$ cat src/rtl/core/ert_pkg.sv
`timescale 1ns / 1ps
// ----------------------------------------------------------------------------
// ert_pkg
// Types, codes and constants shared by the endpoint record table modules.
// ----------------------------------------------------------------------------
package ert_pkg;

  localparam int unsigned MAX_ENDPOINTS_DEF = 16;

  localparam int unsigned ACTION_W = 3;
  localparam int unsigned ADDR_W   = 7;
  localparam int unsigned EP_W     = 8;
  localparam int unsigned MPS_W    = 10;
  localparam int unsigned STATUS_W = 2;
  localparam int unsigned SLOT_W   = 4;
  localparam int unsigned COUNT_W  = 5;

  typedef enum logic [ACTION_W-1:0] {
    ACT_LOOKUP     = 3'd0,
    ACT_CONFIGURE  = 3'd1,
    ACT_SET_POLL   = 3'd2,
    ACT_FORGET     = 3'd3,
    ACT_FORGET_ALL = 3'd4
  } action_e;

  typedef enum logic [STATUS_W-1:0] {
    STAT_OK             = 2'd0,
    STAT_NOT_CONFIGURED = 2'd1,
    STAT_NO_SPACE       = 2'd2
  } status_e;

  typedef enum logic [2:0] {
    S_IDLE,
    S_READ,
    S_CMP,
    S_RESOLVE,
    S_SHIFT_RD,
    S_SHIFT_WR,
    S_DONE
  } seq_state_e;

  // One stored record, 28 bits
  typedef struct packed {
    logic [ADDR_W-1:0] addr;
    logic [EP_W-1:0]   ep;
    logic [MPS_W-1:0]  mps;
    logic              snd;
    logic              rcv;
    logic              poll;
  } rec_t;

  localparam int unsigned REC_W = $bits(rec_t);

  typedef struct packed {
    logic [ACTION_W-1:0] action;
    logic [ADDR_W-1:0]   dev_addr;
    logic [EP_W-1:0]     endpoint;
    logic [MPS_W-1:0]    max_packet;
    logic                send_toggle;
    logic                recv_toggle;
    logic                poll_flag;
  } req_t;

  typedef struct packed {
    logic [STATUS_W-1:0] status;
    logic                found;
    logic [SLOT_W-1:0]   slot;
    logic [MPS_W-1:0]    packet_size;
    logic                out_toggle;
    logic                in_toggle;
    logic                auto_poll;
    logic [COUNT_W-1:0]  entry_count;
  } res_t;

endpackage

$ cat src/rtl/core/endpoint_record_table.sv
`timescale 1ns / 1ps
// Operations: lookup, configure and set auto-poll on a record at slot k read and
//   compare slots 0 to k in turn; a miss scans all stored records.
// Forget then shifts each later record down one slot; forget-all does no scan.
// Throughput: one transaction at a time; a new one is taken once the result is out.
// Reset: table empties (count cleared); record RAM contents are left as is.
// ----------------------------------------------------------------------------
// endpoint_record_table
// Packed table of USB endpoint records with lookup, configure, set
// auto-poll, forget and forget-all operations.
// ----------------------------------------------------------------------------
module endpoint_record_table #(
  parameter int unsigned MAX_ENDPOINTS = ert_pkg::MAX_ENDPOINTS_DEF
) (
  input  logic                          clk_i,
  input  logic                          rst_ni,
  input  logic                          in_valid_i,
  output logic                          in_ready_o,
  input  logic [ert_pkg::ACTION_W-1:0]  action_i,
  input  logic [ert_pkg::ADDR_W-1:0]    dev_addr_i,
  input  logic [ert_pkg::EP_W-1:0]      endpoint_i,
  input  logic [ert_pkg::MPS_W-1:0]     max_packet_i,
  input  logic                          send_toggle_i,
  input  logic                          recv_toggle_i,
  input  logic                          poll_flag_i,
  output logic                          out_valid_o,
  input  logic                          out_ready_i,
  output logic [ert_pkg::STATUS_W-1:0]  status_o,
  output logic                          found_o,
  output logic [ert_pkg::SLOT_W-1:0]    slot_o,
  output logic [ert_pkg::MPS_W-1:0]     packet_size_o,
  output logic                          out_toggle_o,
  output logic                          in_toggle_o,
  output logic                          auto_poll_o,
  output logic [ert_pkg::COUNT_W-1:0]   entry_count_o
);
  import ert_pkg::*;

  localparam int unsigned IDX_W = (MAX_ENDPOINTS > 1) ? $clog2(MAX_ENDPOINTS) : 1;

  req_t             req;
  res_t             res;
  logic             res_valid;
  logic             res_ready;
  logic             ram_we;
  logic [IDX_W-1:0] ram_waddr;
  rec_t             ram_wdata;
  logic             ram_re;
  logic [IDX_W-1:0] ram_raddr;
  rec_t             ram_rdata;

  logic             out_valid_q, out_valid_d;
  res_t             out_q;

  always_comb begin
    req.action      = action_i;
    req.dev_addr    = dev_addr_i;
    req.endpoint    = endpoint_i;
    req.max_packet  = max_packet_i;
    req.send_toggle = send_toggle_i;
    req.recv_toggle = recv_toggle_i;
    req.poll_flag   = poll_flag_i;
  end

  ert_seq #(
    .MAX_ENDPOINTS(MAX_ENDPOINTS),
    .IDX_W        (IDX_W)
  ) u_seq (
    .clk_i      (clk_i),
    .rst_ni     (rst_ni),
    .req_valid_i(in_valid_i),
    .req_ready_o(in_ready_o),
    .req_i      (req),
    .res_valid_o(res_valid),
    .res_ready_i(res_ready),
    .res_o      (res),
    .ram_we_o   (ram_we),
    .ram_waddr_o(ram_waddr),
    .ram_wdata_o(ram_wdata),
    .ram_re_o   (ram_re),
    .ram_raddr_o(ram_raddr),
    .ram_rdata_i(ram_rdata)
  );

  ert_ram #(
    .WIDTH(REC_W),
    .DEPTH(MAX_ENDPOINTS)
  ) u_ram (
    .clk_i  (clk_i),
    .we_i   (ram_we),
    .waddr_i(ram_waddr),
    .wdata_i(ram_wdata),
    .re_i   (ram_re),
    .raddr_i(ram_raddr),
    .rdata_o(ram_rdata)
  );

  // output register decouples the consumer from the sequencer
  assign res_ready = !out_valid_q || out_ready_i;

  always_comb begin
    out_valid_d = out_valid_q;
    if (res_valid && res_ready) begin
      out_valid_d = 1'b1;
    end else if (out_ready_i) begin
      out_valid_d = 1'b0;
    end
  end

  always_ff @(posedge clk_i or negedge rst_ni) begin
    if (!rst_ni) begin
      out_valid_q <= 1'b0;
    end else begin
      out_valid_q <= out_valid_d;
    end
  end

  always_ff @(posedge clk_i) begin
    if (res_valid && res_ready) begin
      out_q <= res;
    end
  end

  assign out_valid_o   = out_valid_q;
  assign status_o      = out_q.status;
  assign found_o       = out_q.found;
  assign slot_o        = out_q.slot;
  assign packet_size_o = out_q.packet_size;
  assign out_toggle_o  = out_q.out_toggle;
  assign in_toggle_o   = out_q.in_toggle;
  assign auto_poll_o   = out_q.auto_poll;
  assign entry_count_o = out_q.entry_count;

endmodule

$ cat src/rtl/core/ert_ram.sv
`timescale 1ns / 1ps
// ----------------------------------------------------------------------------
// ert_ram
// Generic single-write, single-read RAM with a registered read port.
// ----------------------------------------------------------------------------
module ert_ram #(
  parameter int unsigned WIDTH = 28,
  parameter int unsigned DEPTH = 16
) (
  input  logic                                    clk_i,
  input  logic                                    we_i,
  input  logic [(DEPTH > 1 ? $clog2(DEPTH) : 1)-1:0] waddr_i,
  input  logic [WIDTH-1:0]                        wdata_i,
  input  logic                                    re_i,
  input  logic [(DEPTH > 1 ? $clog2(DEPTH) : 1)-1:0] raddr_i,
  output logic [WIDTH-1:0]                        rdata_o
);

  logic [WIDTH-1:0] mem_q [DEPTH];
  logic [WIDTH-1:0] rdata_q;

  always_ff @(posedge clk_i) begin
    if (we_i) begin
      mem_q[waddr_i] <= wdata_i;
    end
    if (re_i) begin
      rdata_q <= mem_q[raddr_i];
    end
  end

  assign rdata_o = rdata_q;

endmodule

$ cat src/rtl/core/ert_seq.sv
`timescale 1ns / 1ps
// ----------------------------------------------------------------------------
// ert_seq
// Sequencer: scans the record RAM for a key, then reports, updates, appends or
// deletes with a shift-down pass; forget-all clears the table without a scan.
// ----------------------------------------------------------------------------
module ert_seq #(
  parameter int unsigned MAX_ENDPOINTS = ert_pkg::MAX_ENDPOINTS_DEF,
  parameter int unsigned IDX_W = (MAX_ENDPOINTS > 1) ? $clog2(MAX_ENDPOINTS) : 1
) (
  input  logic              clk_i,
  input  logic              rst_ni,
  input  logic              req_valid_i,
  output logic              req_ready_o,
  input  ert_pkg::req_t     req_i,
  output logic              res_valid_o,
  input  logic              res_ready_i,
  output ert_pkg::res_t     res_o,
  output logic              ram_we_o,
  output logic [IDX_W-1:0]  ram_waddr_o,
  output ert_pkg::rec_t     ram_wdata_o,
  output logic              ram_re_o,
  output logic [IDX_W-1:0]  ram_raddr_o,
  input  ert_pkg::rec_t     ram_rdata_i
);
  import ert_pkg::*;

  localparam int unsigned CNT_W = $clog2(MAX_ENDPOINTS + 1);

  seq_state_e       state_q, state_d;
  req_t             req_q, req_d;
  res_t             res_q, res_d;
  rec_t             rec_q, rec_d;
  logic             hit_q, hit_d;
  logic [CNT_W-1:0] count_q, count_d;
  logic [CNT_W-1:0] scan_q, scan_d;

  logic [CNT_W:0]   scan_nxt;
  logic             more;
  logic             key_match;
  logic             accept;
  action_e          act;
  rec_t             new_rec;

  assign scan_nxt  = {1'b0, scan_q} + 1'b1;
  assign more      = scan_nxt < {1'b0, count_q};
  assign key_match = (ram_rdata_i.addr == req_q.dev_addr) &&
                     (ram_rdata_i.ep == req_q.endpoint);
  assign accept    = req_valid_i && req_ready_o;
  assign act       = action_e'(req_q.action);

  always_comb begin
    new_rec.addr = req_q.dev_addr;
    new_rec.ep   = req_q.endpoint;
    new_rec.mps  = req_q.max_packet;
    new_rec.snd  = req_q.send_toggle;
    new_rec.rcv  = req_q.recv_toggle;
    new_rec.poll = req_q.poll_flag;
  end

  // next state
  always_comb begin
    state_d = state_q;
    unique case (state_q)
      S_IDLE: begin
        if (accept) begin
          if ((req_i.action == ACT_FORGET_ALL) || (req_i.action > ACT_FORGET_ALL) ||
              (count_q == '0)) begin
            state_d = S_RESOLVE;
          end else begin
            state_d = S_READ;
          end
        end
      end
      S_READ: state_d = S_CMP;
      S_CMP: begin
        if (key_match || !more) begin
          state_d = S_RESOLVE;
        end else begin
          state_d = S_READ;
        end
      end
      S_RESOLVE: begin
        if ((act == ACT_FORGET) && hit_q) begin
          state_d = S_SHIFT_RD;
        end else begin
          state_d = S_DONE;
        end
      end
      S_SHIFT_RD: state_d = more ? S_SHIFT_WR : S_DONE;
      S_SHIFT_WR: state_d = S_SHIFT_RD;
      S_DONE: begin
        if (res_ready_i) begin
          state_d = S_IDLE;
        end
      end
      default: state_d = S_IDLE;
    endcase
  end

  // outputs, RAM control and datapath
  always_comb begin
    req_ready_o = 1'b0;
    res_valid_o = 1'b0;
    ram_we_o    = 1'b0;
    ram_waddr_o = scan_q[IDX_W-1:0];
    ram_wdata_o = new_rec;
    ram_re_o    = 1'b0;
    ram_raddr_o = scan_q[IDX_W-1:0];
    req_d       = req_q;
    res_d       = res_q;
    rec_d       = rec_q;
    hit_d       = hit_q;
    count_d     = count_q;
    scan_d      = scan_q;

    unique case (state_q)
      S_IDLE: begin
        req_ready_o = 1'b1;
        if (accept) begin
          req_d  = req_i;
          hit_d  = 1'b0;
          scan_d = '0;
        end
      end
      S_READ: begin
        ram_re_o = 1'b1;
      end
      S_CMP: begin
        if (key_match) begin
          hit_d = 1'b1;
          rec_d = ram_rdata_i;
        end else if (more) begin
          scan_d = scan_nxt[CNT_W-1:0];
        end
      end
      S_RESOLVE: begin
        res_d = '0;
        unique case (act)
          ACT_LOOKUP: begin
            if (hit_q) begin
              res_d.found       = 1'b1;
              res_d.slot        = SLOT_W'(scan_q);
              res_d.packet_size = rec_q.mps;
              res_d.out_toggle  = rec_q.snd;
              res_d.in_toggle   = rec_q.rcv;
              res_d.auto_poll   = rec_q.poll;
            end else begin
              res_d.status = STAT_NOT_CONFIGURED;
            end
          end
          ACT_CONFIGURE: begin
            if (hit_q || (count_q < CNT_W'(MAX_ENDPOINTS))) begin
              ram_we_o          = 1'b1;
              res_d.found       = hit_q;
              res_d.slot        = hit_q ? SLOT_W'(scan_q) : SLOT_W'(count_q);
              res_d.packet_size = new_rec.mps;
              res_d.out_toggle  = new_rec.snd;
              res_d.in_toggle   = new_rec.rcv;
              res_d.auto_poll   = new_rec.poll;
              if (!hit_q) begin
                // append at the end of the packed table
                ram_waddr_o = count_q[IDX_W-1:0];
                count_d     = count_q + 1'b1;
              end
            end else begin
              res_d.status = STAT_NO_SPACE;
            end
          end
          ACT_SET_POLL: begin
            if (hit_q) begin
              ram_we_o          = 1'b1;
              ram_wdata_o       = rec_q;
              ram_wdata_o.poll  = req_q.poll_flag;
              res_d.found       = 1'b1;
              res_d.slot        = SLOT_W'(scan_q);
              res_d.packet_size = rec_q.mps;
              res_d.out_toggle  = rec_q.snd;
              res_d.in_toggle   = rec_q.rcv;
              res_d.auto_poll   = req_q.poll_flag;
            end else begin
              res_d.status = STAT_NOT_CONFIGURED;
            end
          end
          ACT_FORGET: begin
            if (hit_q) begin
              res_d.found       = 1'b1;
              res_d.slot        = SLOT_W'(scan_q);
              res_d.packet_size = rec_q.mps;
              res_d.out_toggle  = rec_q.snd;
              res_d.in_toggle   = rec_q.rcv;
              res_d.auto_poll   = rec_q.poll;
            end else begin
              res_d.status = STAT_NOT_CONFIGURED;
            end
          end
          ACT_FORGET_ALL: begin
            count_d = '0;
          end
          default: ;
        endcase
      end
      S_SHIFT_RD: begin
        if (more) begin
          ram_re_o    = 1'b1;
          ram_raddr_o = scan_nxt[IDX_W-1:0];
        end else begin
          count_d = count_q - 1'b1;
        end
      end
      S_SHIFT_WR: begin
        // move record j+1 down into slot j
        ram_we_o    = 1'b1;
        ram_wdata_o = ram_rdata_i;
        scan_d      = scan_nxt[CNT_W-1:0];
      end
      S_DONE: begin
        res_valid_o = 1'b1;
      end
      default: ;
    endcase
  end

  always_comb begin
    res_o             = res_q;
    res_o.entry_count = COUNT_W'(count_q);
  end

  always_ff @(posedge clk_i or negedge rst_ni) begin
    if (!rst_ni) begin
      state_q <= S_IDLE;
      count_q <= '0;
    end else begin
      state_q <= state_d;
      count_q <= count_d;
    end
  end

  always_ff @(posedge clk_i) begin
    req_q  <= req_d;
    res_q  <= res_d;
    rec_q  <= rec_d;
    hit_q  <= hit_d;
    scan_q <= scan_d;
  end

endmodule

$ cat config.mk
export PLATFORM = sky130hd
export DESIGN_NAME = endpoint_record_table
export DESIGN_NICKNAME = d
export VERILOG_FILES = /design/src/rtl/core/ert_pkg.sv /design/src/rtl/core/endpoint_record_table.sv /design/src/rtl/core/ert_ram.sv /design/src/rtl/core/ert_seq.sv
export SDC_FILE = /design/constraint.sdc
export NUM_CORES = 1
export LEC_CHECK = 0
export BUFFER_PORTS_ARGS = -buffer_cell sky130_fd_sc_hd__buf_2
export CAP_MARGIN = 20
export CELL_PAD_IN_SITES_DETAIL_PLACEMENT = 0
export CELL_PAD_IN_SITES_GLOBAL_PLACEMENT = 1
export CORE_ASPECT_RATIO = 0.75
export CORE_MARGIN = 2
export CORE_UTILIZATION = 48
export CTS_CLUSTER_SIZE = 14
export DETAILED_ROUTE_END_ITERATION = 8
export PLACE_DENSITY = 0.74
export SLEW_MARGIN = 15
export SYNTH_ARGS = -nofsm -noshare
export SYNTH_HDL_FRONTEND = slang
export SYNTH_SLANG_ARGS = --single-unit
$ cat constraint.sdc
create_clock -name clk_i -period 3.9 [get_ports clk_i]
set_input_delay 0 -clock clk_i [delete_from_list [all_inputs] [get_ports clk_i]]
set_output_delay 0 -clock clk_i [all_outputs]
set_load 0.03 [all_outputs]
After elaboration in Yosys (flattened, before gate mapping)
Memories as Yosys holds them, arrays and structs flattened. A register that Yosys moved wholly into a read port is not among the register bits. Index checks and enable logic that the tools add are counted.

Order comparisons: 3. Reductions and logical operators: 25. Mux-type cells: 46. Equality and inequality tests: 22. $add $sub $neg: 3.

Operator list (count): 20-bit case mux with 3 select lines (1); 28-bit 2-to-1 mux (2); 28-bit case mux with 2 select lines (1); 18-bit 2-to-1 mux (3); 5-bit 2-to-1 mux (6); 4-bit 2-to-1 mux (6); 3-bit case mux with 7 select lines (1); 5-bit case mux with 2 select lines (2); 3-bit == test (second input constant) (5); 5-bit case mux with 3 select lines (1); 3-bit by 2-bit == test with 1-bit output (second input constant) (4); 1-bit 2-to-1 mux (12); 2-bit 2-to-1 mux (5); 8-bit == test (1); 1-bit case mux with 2 select lines (4); 7-bit == test (1); 5-bit by 1-bit adder with 6-bit output (second input constant) (1); 3-bit by 1-bit == test with 1-bit output (second input constant) (2); 3-bit logical NOT (2); 6-bit by 5-bit < comparator with 1-bit output (1); 3-bit 2-to-1 mux (2); 2-bit by 1-bit != test with 1-bit output (second input constant) (3); 2-bit != test (second input constant) (3); 3-bit != test (second input constant) (2); other kinds (16) (28).

RAM bits: 448. Bits of input ports: 35. Memories kept: 1. Logic and storage cells: 133. Output and inout bits: 27. Bits in registers: 119.

Memories: u_ram.mem_q (depth 16, width 28, rd ports 1, clocked after Yosys merged registers in 1, write ports 1, RTL line ert_ram.sv:19) `logic [WIDTH-1:0] mem_q [DEPTH];`.

Depth between registers and ports, before layout
Gate-level depths: netlist of the first run.

Word-level depth: 7. Gate-level depth with buffers: 15. Depth with buffers taken out: 12.

By module
A second synthesis of the first run with hierarchy kept.

Cells, all modules: 1144. Area, all modules: 23143.4 um^2.

Modules (own cells, without submodules): ert_ram (seq. area each 14293.7 um^2, area an instance 17803.3 um^2, times used 1, cells an instance 735); ert_seq (seq. area each 2752.6 um^2, area an instance 4535.6 um^2, times used 1, cells an instance 380); endpoint_record_table (seq. area each 775.7 um^2, area an instance 804.5 um^2, times used 1, cells an instance 29).

Least setup slack after synthesis of the first run
OpenSTA, ideal clock, no wires.

Path type: reg2reg. From: reg u_seq.req_q, in the netlist u_seq.act[1]. To: mem u_ram.mem_q[12][0], enable pin. Library setup time: 0.413 ns. Buffers on the path: 1. Setup slack: 0.293 ns. Required time: 3.487 ns. Arrival time: 3.194 ns. Period minus slack after synthesis: 3.607 ns. Stages on the path, launching flop included: 8. Cell sequence: edfxtp_1 -> nand2b_1 -> nor3_1 -> nand2_1 -> nor2_1 -> buf_1 -> a32oi_1 -> nor2_1.

Word-level cells in the longest chain between the ends: 5. Elaborated cells on any way between the ends: 8. Classes of those cells: 2 x eq/ne; 6 x mux.

Ends and longest elaborated chain: start: declaration (RTL line ert_seq.sv:31) `req_t req_q, req_d;`; start signal: assignment (RTL line ert_seq.sv:240) `req_q <= req_d;`; 3-bit by 2-bit == test with 1-bit output / 3-bit by 1-bit == test with 1-bit output (equally long branches) (RTL line ert_seq.sv:139) `unique case (act)`; 1-bit case mux with 2 select lines (RTL line ert_seq.sv:139); 1-bit case mux with 2 select lines (RTL line ert_seq.sv:117) `unique case (state_q)`; 1-bit 2-to-1 mux (RTL line ert_ram.sv:23) `if (we_i) begin`; 1-bit 2-to-1 mux (not written as such) (RTL line ert_ram.sv:24) `mem_q[waddr_i] <= wdata_i;`; end: declaration (RTL line ert_ram.sv:19).

Several ways; a longest one is shown, not always the timed one.

Worst setup path in the final report of the first run
From: reg u_seq.scan_q[1]. To: reg u_ram.rdata_q[19], in the netlist u_ram.rdata_o[19], read port of u_ram.mem_q (data pin).

Word-level cells in the longest chain between the ends: 4. Elaborated cells on any way between the ends: 6. Classes of those cells: 1 x add/sub; 1 x order compare; 4 x mux.

Ends and longest elaborated chain: start: declaration (RTL line ert_seq.sv:36) `logic [CNT_W-1:0] scan_q, scan_d;`; start signal: assignment (RTL line ert_seq.sv:244) `scan_q <= scan_d;`; 5-bit by 1-bit adder with 6-bit output (*) (RTL line ert_seq.sv:45) `assign scan_nxt = {1'b0, scan_q} + 1'b1;`; net u_seq.scan_nxt[3] (RTL line ert_seq.sv:38) `logic [CNT_W:0] scan_nxt;`; 6-bit by 5-bit < comparator with 1-bit output (RTL line ert_seq.sv:46) `assign more = scan_nxt < {1'b0, count_q};`; 1-bit 2-to-1 mux / 4-bit 2-to-1 mux (equally long branches) (RTL line ert_seq.sv:204) `if (more) begin`; 1-bit case mux with 2 select lines / 4-bit 2-to-1 mux (equally long branches) (RTL line ert_seq.sv:117); end: declaration (RTL line ert_ram.sv:20) `logic [WIDTH-1:0] rdata_q;`.

The timed path passes the listed nets; every way through them passes the cells marked *. A chain may end at the register's enable or synchronous reset.

==> out/results.ini, run 1 <==
[synthesis]
yosysWarningCount=0
synth-edff-count=586
yosysSeqAreaShare_pct=68.8
synthesis.area_um2=25900
synth_top_area_share_pct=67.9
syn_avg_cell_area_um2=15.1
netlist-cell-type-count=62
synth-seq-cells=595
asyncSetResetFlopFracSynth_pct=1.51
syn_nets=1759
ys_top_cells_by_area=edfxtp_1, mux4_2, mux2i_1
yosys.area.top_type=edfxtp_1
ys.flop_type=edfxtp_1
syn_inst=1717

[setup_path]
crit_path_top_delay_cell=a2111oi_0
slowest_delay_ns=0.58
end_kind=register
worstPathRequired_ns=4.35
worst-setup-path-type=reg -> reg
crit_path_start_kind=register
critPathMaxFanout=14
crit_arrival_ns=4.16
crit_chain=and2_1 -> nand2_1 -> xnor2_1 -> ha_1 -> a21o_1 -> a211oi_4 -> nand2_2 -> nand2_1 -> o22ai_1 -> a2111oi_0 -> o211ai_1 -> o211ai_1

[timing]
clock-skew-final_ns=0.0178
hold_viol=0
setup_viol=0
drv_slew=0
setup_ws_ns=0.198
period_share_pct=94.9
max_freq_mhz=270
timing.slew.headroom_pct=24.9
fin_setup_tns_ns=0
rsz0062_at_grt=false
tightest_slew_ns=1.12
period_needed_ns=3.70

[cts]
clkTransAtPathRegs_ns=0.07
clk-insertion-delay-late_ns=0.61
clock_tree.root_cell=clkbuf_16
cts_tree=yes
cts_sinks=595
ctsLongestPathBuffers=3
h-tree-depth=2
numCtsBuffers=54

[drt]
dr.pass1.iters=5
drc_errors=0
wl_per_cell_um=27.1
vias_per_cell=6.37
vias=16537
first_iter_violations=2081
ant_nets=0
wirelength_um=70400

[floorplan]
num_rows=73
die_height_um=205
initial_core_util_pct=48.8
die_w_um=272
dieArea_um2=55900
core_area_um2=53200
boundaryPins=62

[power_and_ir_drop]
ir_drop_uv=1360
p_leak_uw=0.0102
p_per_area_nw_per_um2=771

[placed_design]
post-place-ws_ns=0.271
hpwl_um=40800
dp.cells=2466
portBuffers=61
gp_congestion=0.845

[grt]
grt-ovfl-total=0
grt_pass1_vias=16146
grt_usage_pct=25.2
grt_max_degree=136
antenna_found_initial=0
grt_pass1_wl_um=104000

[cells_and_area]
area_growth_pct=15.4
diodes=0
instances_no_fill=2596
fin_nets=1889
drive_gt1_share_pct=19.9

[outcome]
status=finished clean

[job]
max_cap_violations=0

[worst_hold_path]
min_path_type=in -> reg

[layer usage]
layer / track usage (%) / up-vias / routed length, um / share of wire [%]
met1: 37.2 / 8451 / 31100 / 44
met4: 7.91 / 0 / 1900 / 2.7
met2: 38.5 / 824 / 31400 / 45
met5: 0 / - / 0 / 0
li1: - / 7142 / - / -
met3: 4.33 / 120 / 5940 / 8.4
[worst max-delay path, delay by kind of cell, from the launching register on]
family,cells,cell delay (ns)
flip-flops,1,0.44
XOR/XNOR,1,0.16
adder cells (fa/ha/maj),1,0.30
AO/OA/AOI/OAI,6,1.58
AND/OR/NAND/NOR,4,1.07
[final timing paths]
kind | slack (ns) | end | startpoint | cells past startpoint
worst max-delay path | 0.20 | u_ram.rdata_o[19] | u_seq.scan_q[1] | 12
worst min-delay path | 0.10 | u_seq.act[1] | action_i[1] | 2
worst max register to register | 0.20 | u_ram.rdata_o[19] | u_seq.scan_q[1] | 12
worst min register to register | 0.42 | packet_size_o[2] | u_seq.res_o[10] | 0
max in group asynchronous | 3.15 | u_seq.count_q[0] | rst_ni | 3
min in group asynchronous | 0.43 | out_valid_o | rst_ni | 3
[power breakdown]
| group | internal [uW] | switching [uW] | leakage, uW |
|---|---|---|---|
| Combinational | 3600 | 5690 | 0.00395 |
| Sequential | 8250 | 336 | 0.00542 |
| Clock | 2870 | 2330 | 0.000819 |
| Total | 14700 | 8350 | 0.0102 |
[synthesized netlist by cell type (all sizes together) (3+ instances only)]
cell / count
ha: 7
o22ai: 114
nor2b: 6
o22a: 7
and3: 4
a21o: 3
a21oi: 40
o221ai: 47
a22o: 15
and2: 8
o21a: 4
inv: 11
or3: 6
o211ai: 8
nor3: 26
o21ai: 30
a311oi: 7
nand2b: 5
nor2: 102
a31oi: 10
edfxtp: 586
a211o: 19
a211oi: 3
buf: 26
a22oi: 60
xnor2: 19
mux2i: 114
nand2: 163
dfrtp: 9
nor3b: 5
mux4: 60
nand3: 13
mux2: 52
o311ai: 3
clkbuf: 95
a32oi: 3
nand4: 5
[per-stage QoR]
| stage | power (uW) | hold slack, ns | utilization [%] | cell area (um^2) |
|---|---|---|---|---|
| 2_1_floorplan | 14700 | -0.296 | - | 25900 |
| 3_3_place_gp | 17700 | -0.121 | 52.4 | 27800 |
| 5_1_grt | 24100 | 0.0949 | 56.3 | 29900 |
| 4_1_cts | 23100 | 0.0795 | 56.2 | 29900 |
| 6_report | 23100 | 0.105 | 56.3 | 29900 |
| 3_5_place_dp | 17900 | -0.120 | 52.4 | 27800 |
[cell families (layout without fill, tap and decap cells)]
group / after synthesis / in the layout / share of synthesized area, %
AO/OA/AOI/OAI: 388 / 388 / 10.6
multiplexers: 226 / 226 / 11.9
adder cells (fa/ha/maj): 7 / 7 / 0.338
buffers and inverters: 133 / 300 / 2.00
XOR/XNOR: 21 / 21 / 0.768
AND/OR/NAND/NOR: 347 / 347 / 5.69
flip-flops: 595 / 595 / 68.8
[cells in the final DEF (no fill, tap or decap), types with 11 or more instances in the layout]
cell	netlist	layout
a21oi_1	40	39
nor3_1	26	24
o221ai_1	47	47
nand2_1	162	160
a22oi_1	60	60
clkinv_1	1	14
dlygate4sd3_1	0	35
mux2_2	52	52
nand3_1	13	13
edfxtp_1	586	586
buf_4	1	75
nor2_4	0	19
o22ai_1	114	114
nor2_1	101	82
clkbuf_1	95	11
mux4_2	60	60
a22o_1	15	15
xnor2_1	18	17
o21ai_0	29	29
a211o_1	19	19
buf_2	7	61
buf_12	0	23
inv_1	11	11
mux2i_1	114	114
clkbuf_16	0	54
[state kept, by name (all words and copies together) (netlist names), 2 cells and up]
register / flops
u_seq.scan_q: 5
slot_o: 4
status_o: 2
u_seq.count_q: 5
u_seq.rec_q: 28
u_seq.res_o: 20
packet_size_o: 10
u_ram.rdata_o: 28
u_ram.mem_q: 448
u_seq.state_q: 3
u_seq.act: 3
entry_count_o: 5
u_seq.new_rec: 28
[area by class of cell]
class / instances / area (um^2)
Multi-Input combinational cell: 989 / 7780
Clock buffer: 65 / 1390
Tap cell: 712 / 891
Timing Repair Buffer: 195 / 1690
Clock inverter: 28 / 295
Fill cell: 4212 / 23200
Inverter: 12 / 45.0
Sequential cell: 595 / 17800
[what timing repair did]
| action | CTS | global route |
|---|---|---|
| setup endpoints to repair | 0 | 3 |
| buffers inserted | 0 | 1 |
| resized for setup | 0 | 1 |
| hold buffers | 35 | 0 |
| endpoints found under the hold margin | 45 | 0 |
(Power assumes the default switching activity.)
==> run 2, diff against run 1 <==
--- a/config.mk
+++ b/config.mk
@@ -7,15 +7,16 @@
 export LEC_CHECK = 0
 export BUFFER_PORTS_ARGS = -buffer_cell sky130_fd_sc_hd__buf_2
 export CAP_MARGIN = 20
-export CELL_PAD_IN_SITES_DETAIL_PLACEMENT = 0
-export CELL_PAD_IN_SITES_GLOBAL_PLACEMENT = 1
+export CELL_PAD_IN_SITES_DETAIL_PLACEMENT = 1
+export CELL_PAD_IN_SITES_GLOBAL_PLACEMENT = 2
 export CORE_ASPECT_RATIO = 0.75
 export CORE_MARGIN = 2
-export CORE_UTILIZATION = 48
+export CORE_UTILIZATION = 42
 export CTS_CLUSTER_SIZE = 14
 export DETAILED_ROUTE_END_ITERATION = 8
 export PLACE_DENSITY = 0.74
-export SLEW_MARGIN = 15
+export REMOVE_ABC_BUFFERS = 1
+export SLEW_MARGIN = 40
 export SYNTH_ARGS = -nofsm -noshare
 export SYNTH_HDL_FRONTEND = slang
 export SYNTH_SLANG_ARGS = --single-unit
==> run 2 against run 1 <==
Against the previous run:
- sequential cell count unchanged
- core utilization is 6.7 points lower
- fmax up 0.49%
- power up 1.8%
- sequential power about the same
- worst hold slack worse by 0.039 ns
- design area up 0.61%
- critical path type unchanged
- largest cell class unchanged
- highest routed layer unchanged
==> out/results.ini, run 2 (same netlist as run 1, synthesis figures left out) <==
[grt]
grt-ovfl-total=0
grt_pass1_vias=17097
grt_usage_pct=24.4
grt_pass1_wl_um=114000
grt_max_degree=119
antenna_found_initial=0

[setup_path]
crit_path_start_kind=register
critPathMaxFanout=30
crit_arrival_ns=4.16
end_kind=register
crit_chain=and2_1 -> nand2_1 -> xnor2_1 -> ha_1 -> a21o_1 -> a211oi_4 -> and2_1 -> and3_2 -> xnor2_2 -> buf_12 -> nand2_1 -> buf_4 -> o22a_1 -> o211ai_1
crit_path_top_delay_cell=edfxtp_1
slowest_delay_ns=0.44
worst-setup-path-type=reg -> reg
crit_family=simple AND/OR/NAND/NOR gates
worstPathRequired_ns=4.37
critical_path_buf_inv_count=2

[power_and_ir_drop]
ir_drop_uv=827
power.total_uw=23500
p_per_area_nw_per_um2=780
p_leak_uw=0.0102

[timing]
setup_viol=0
fin_setup_tns_ns=0
whs_ns=0.0662
rsz0062_at_grt=false
hold_viol=0
period_needed_ns=3.68
drv_slew=0
clock-skew-final_ns=0.0227
period_share_pct=94.5
max_freq_mhz=271
timing.slew.headroom_pct=39.6
tightest_slew_ns=0.907

[floorplan]
boundaryPins=62
dieArea_um2=63700
core_area_um2=60700
initial_core_util_pct=42.7
die_height_um=219
num_rows=78
die_w_um=291

[placed_design]
portBuffers=61
hpwl_um=47000
gp_congestion=0.813
dp.cells=2557

[cts]
numCtsBuffers=58
post_cts_buffers=0
ctsLongestPathBuffers=3
h-tree-depth=2
ctsResizeCount=0
cts_tree=yes
clk-insertion-delay-late_ns=0.64
ctsHoldBuffers=35
clock_tree.root_cell=clkbuf_16
cts_sinks=595
clkTransAtPathRegs_ns=0.06

[cells_and_area]
fin_nets=1894
most-common-layout-cells=edfxtp_1, nand2_1, o22ai_1, mux2i_1, nor2_1
max_flop_register=u_ram.mem_q
area_growth_pct=16.1
largest_reg_flops=448
utilization_pct=49.6
diodes=0
drive_gt1_share_pct=20.4
fillers=5822
mostFrequentLayoutCell=edfxtp_1
instances_no_fill=2692

[drt]
drc_errors=0
ant_nets=0
dr.pass1.iters=7
wl_per_cell_um=28.8
wirelength_um=77500
vias_per_cell=6.18
vias=16644
first_iter_violations=1627

[job]
max_cap_violations=0

[outcome]
status=finished clean

[worst_hold_path]
min_path_type=in -> reg

[run 2: cell count changes in the layout (fill, tap and decap cells not counted), moves of 2 or more]
cell / delta
a31oi_1: -4
a31oi_2: +4
buf_12: -2
buf_2: +2
bufinv_16: -2
clkbuf_16: +4
clkinvlp_4: +2
[run 2: layout make-up]
class | count | area (um^2) | area share (%)
Inverter | 12 | 45.0 | 0.150
Clock buffer | 70 | 1500 | 4.97
Tap cell | 800 | 1000 | 3.33
Sequential cell | 595 | 17800 | 59.2
Timing Repair Buffer | 196 | 1670 | 5.55
Multi-Input combinational cell | 989 | 7820 | 26.0
Clock inverter | 30 | 248 | 0.823
[run 2: through the flow]
stage                     setup WS (ns)  area [um^2]
after floorplan                   -7.86        25400
after global placement            0.366        28000
after detailed placement          0.271        28000
after CTS                         0.240        30100
after global routing             0.0106        30100
final                             0.216        30100
[run 2: path summary, 6_finish.rpt]
check                                    end  slack [ns]  cells past startpoint       startpoint
setup / recovery           u_ram.rdata_o[22]        0.22                     14  u_seq.scan_q[1]
max in group asynchronous   u_seq.count_q[4]        3.17                      3           rst_ni
min in group asynchronous   u_seq.count_q[1]        0.40                      3           rst_ni
setup reg to reg           u_ram.rdata_o[22]        0.22                     14  u_seq.scan_q[1]
hold reg to reg             packet_size_o[1]        0.42                      0   u_seq.res_o[9]
hold / removal             u_seq.new_rec[21]        0.07                      2    dev_addr_i[0]
[run 2: metal layers]
layer	wire length [um]	global-route usage [%]	share of wire, %
met2	35000	37.9	45
met4	2030	7.44	2.6
met1	35000	35.2	45
met3	5510	4.10	7.1
met5	0	0	0
[run 2: where the power goes]
| group | leakage (uW) | internal [uW] | switching [uW] |
|---|---|---|---|
| Sequential | 0.00542 | 8250 | 348 |
| Clock | 0.000841 | 2910 | 2440 |
| Combinational | 0.00396 | 3580 | 5950 |
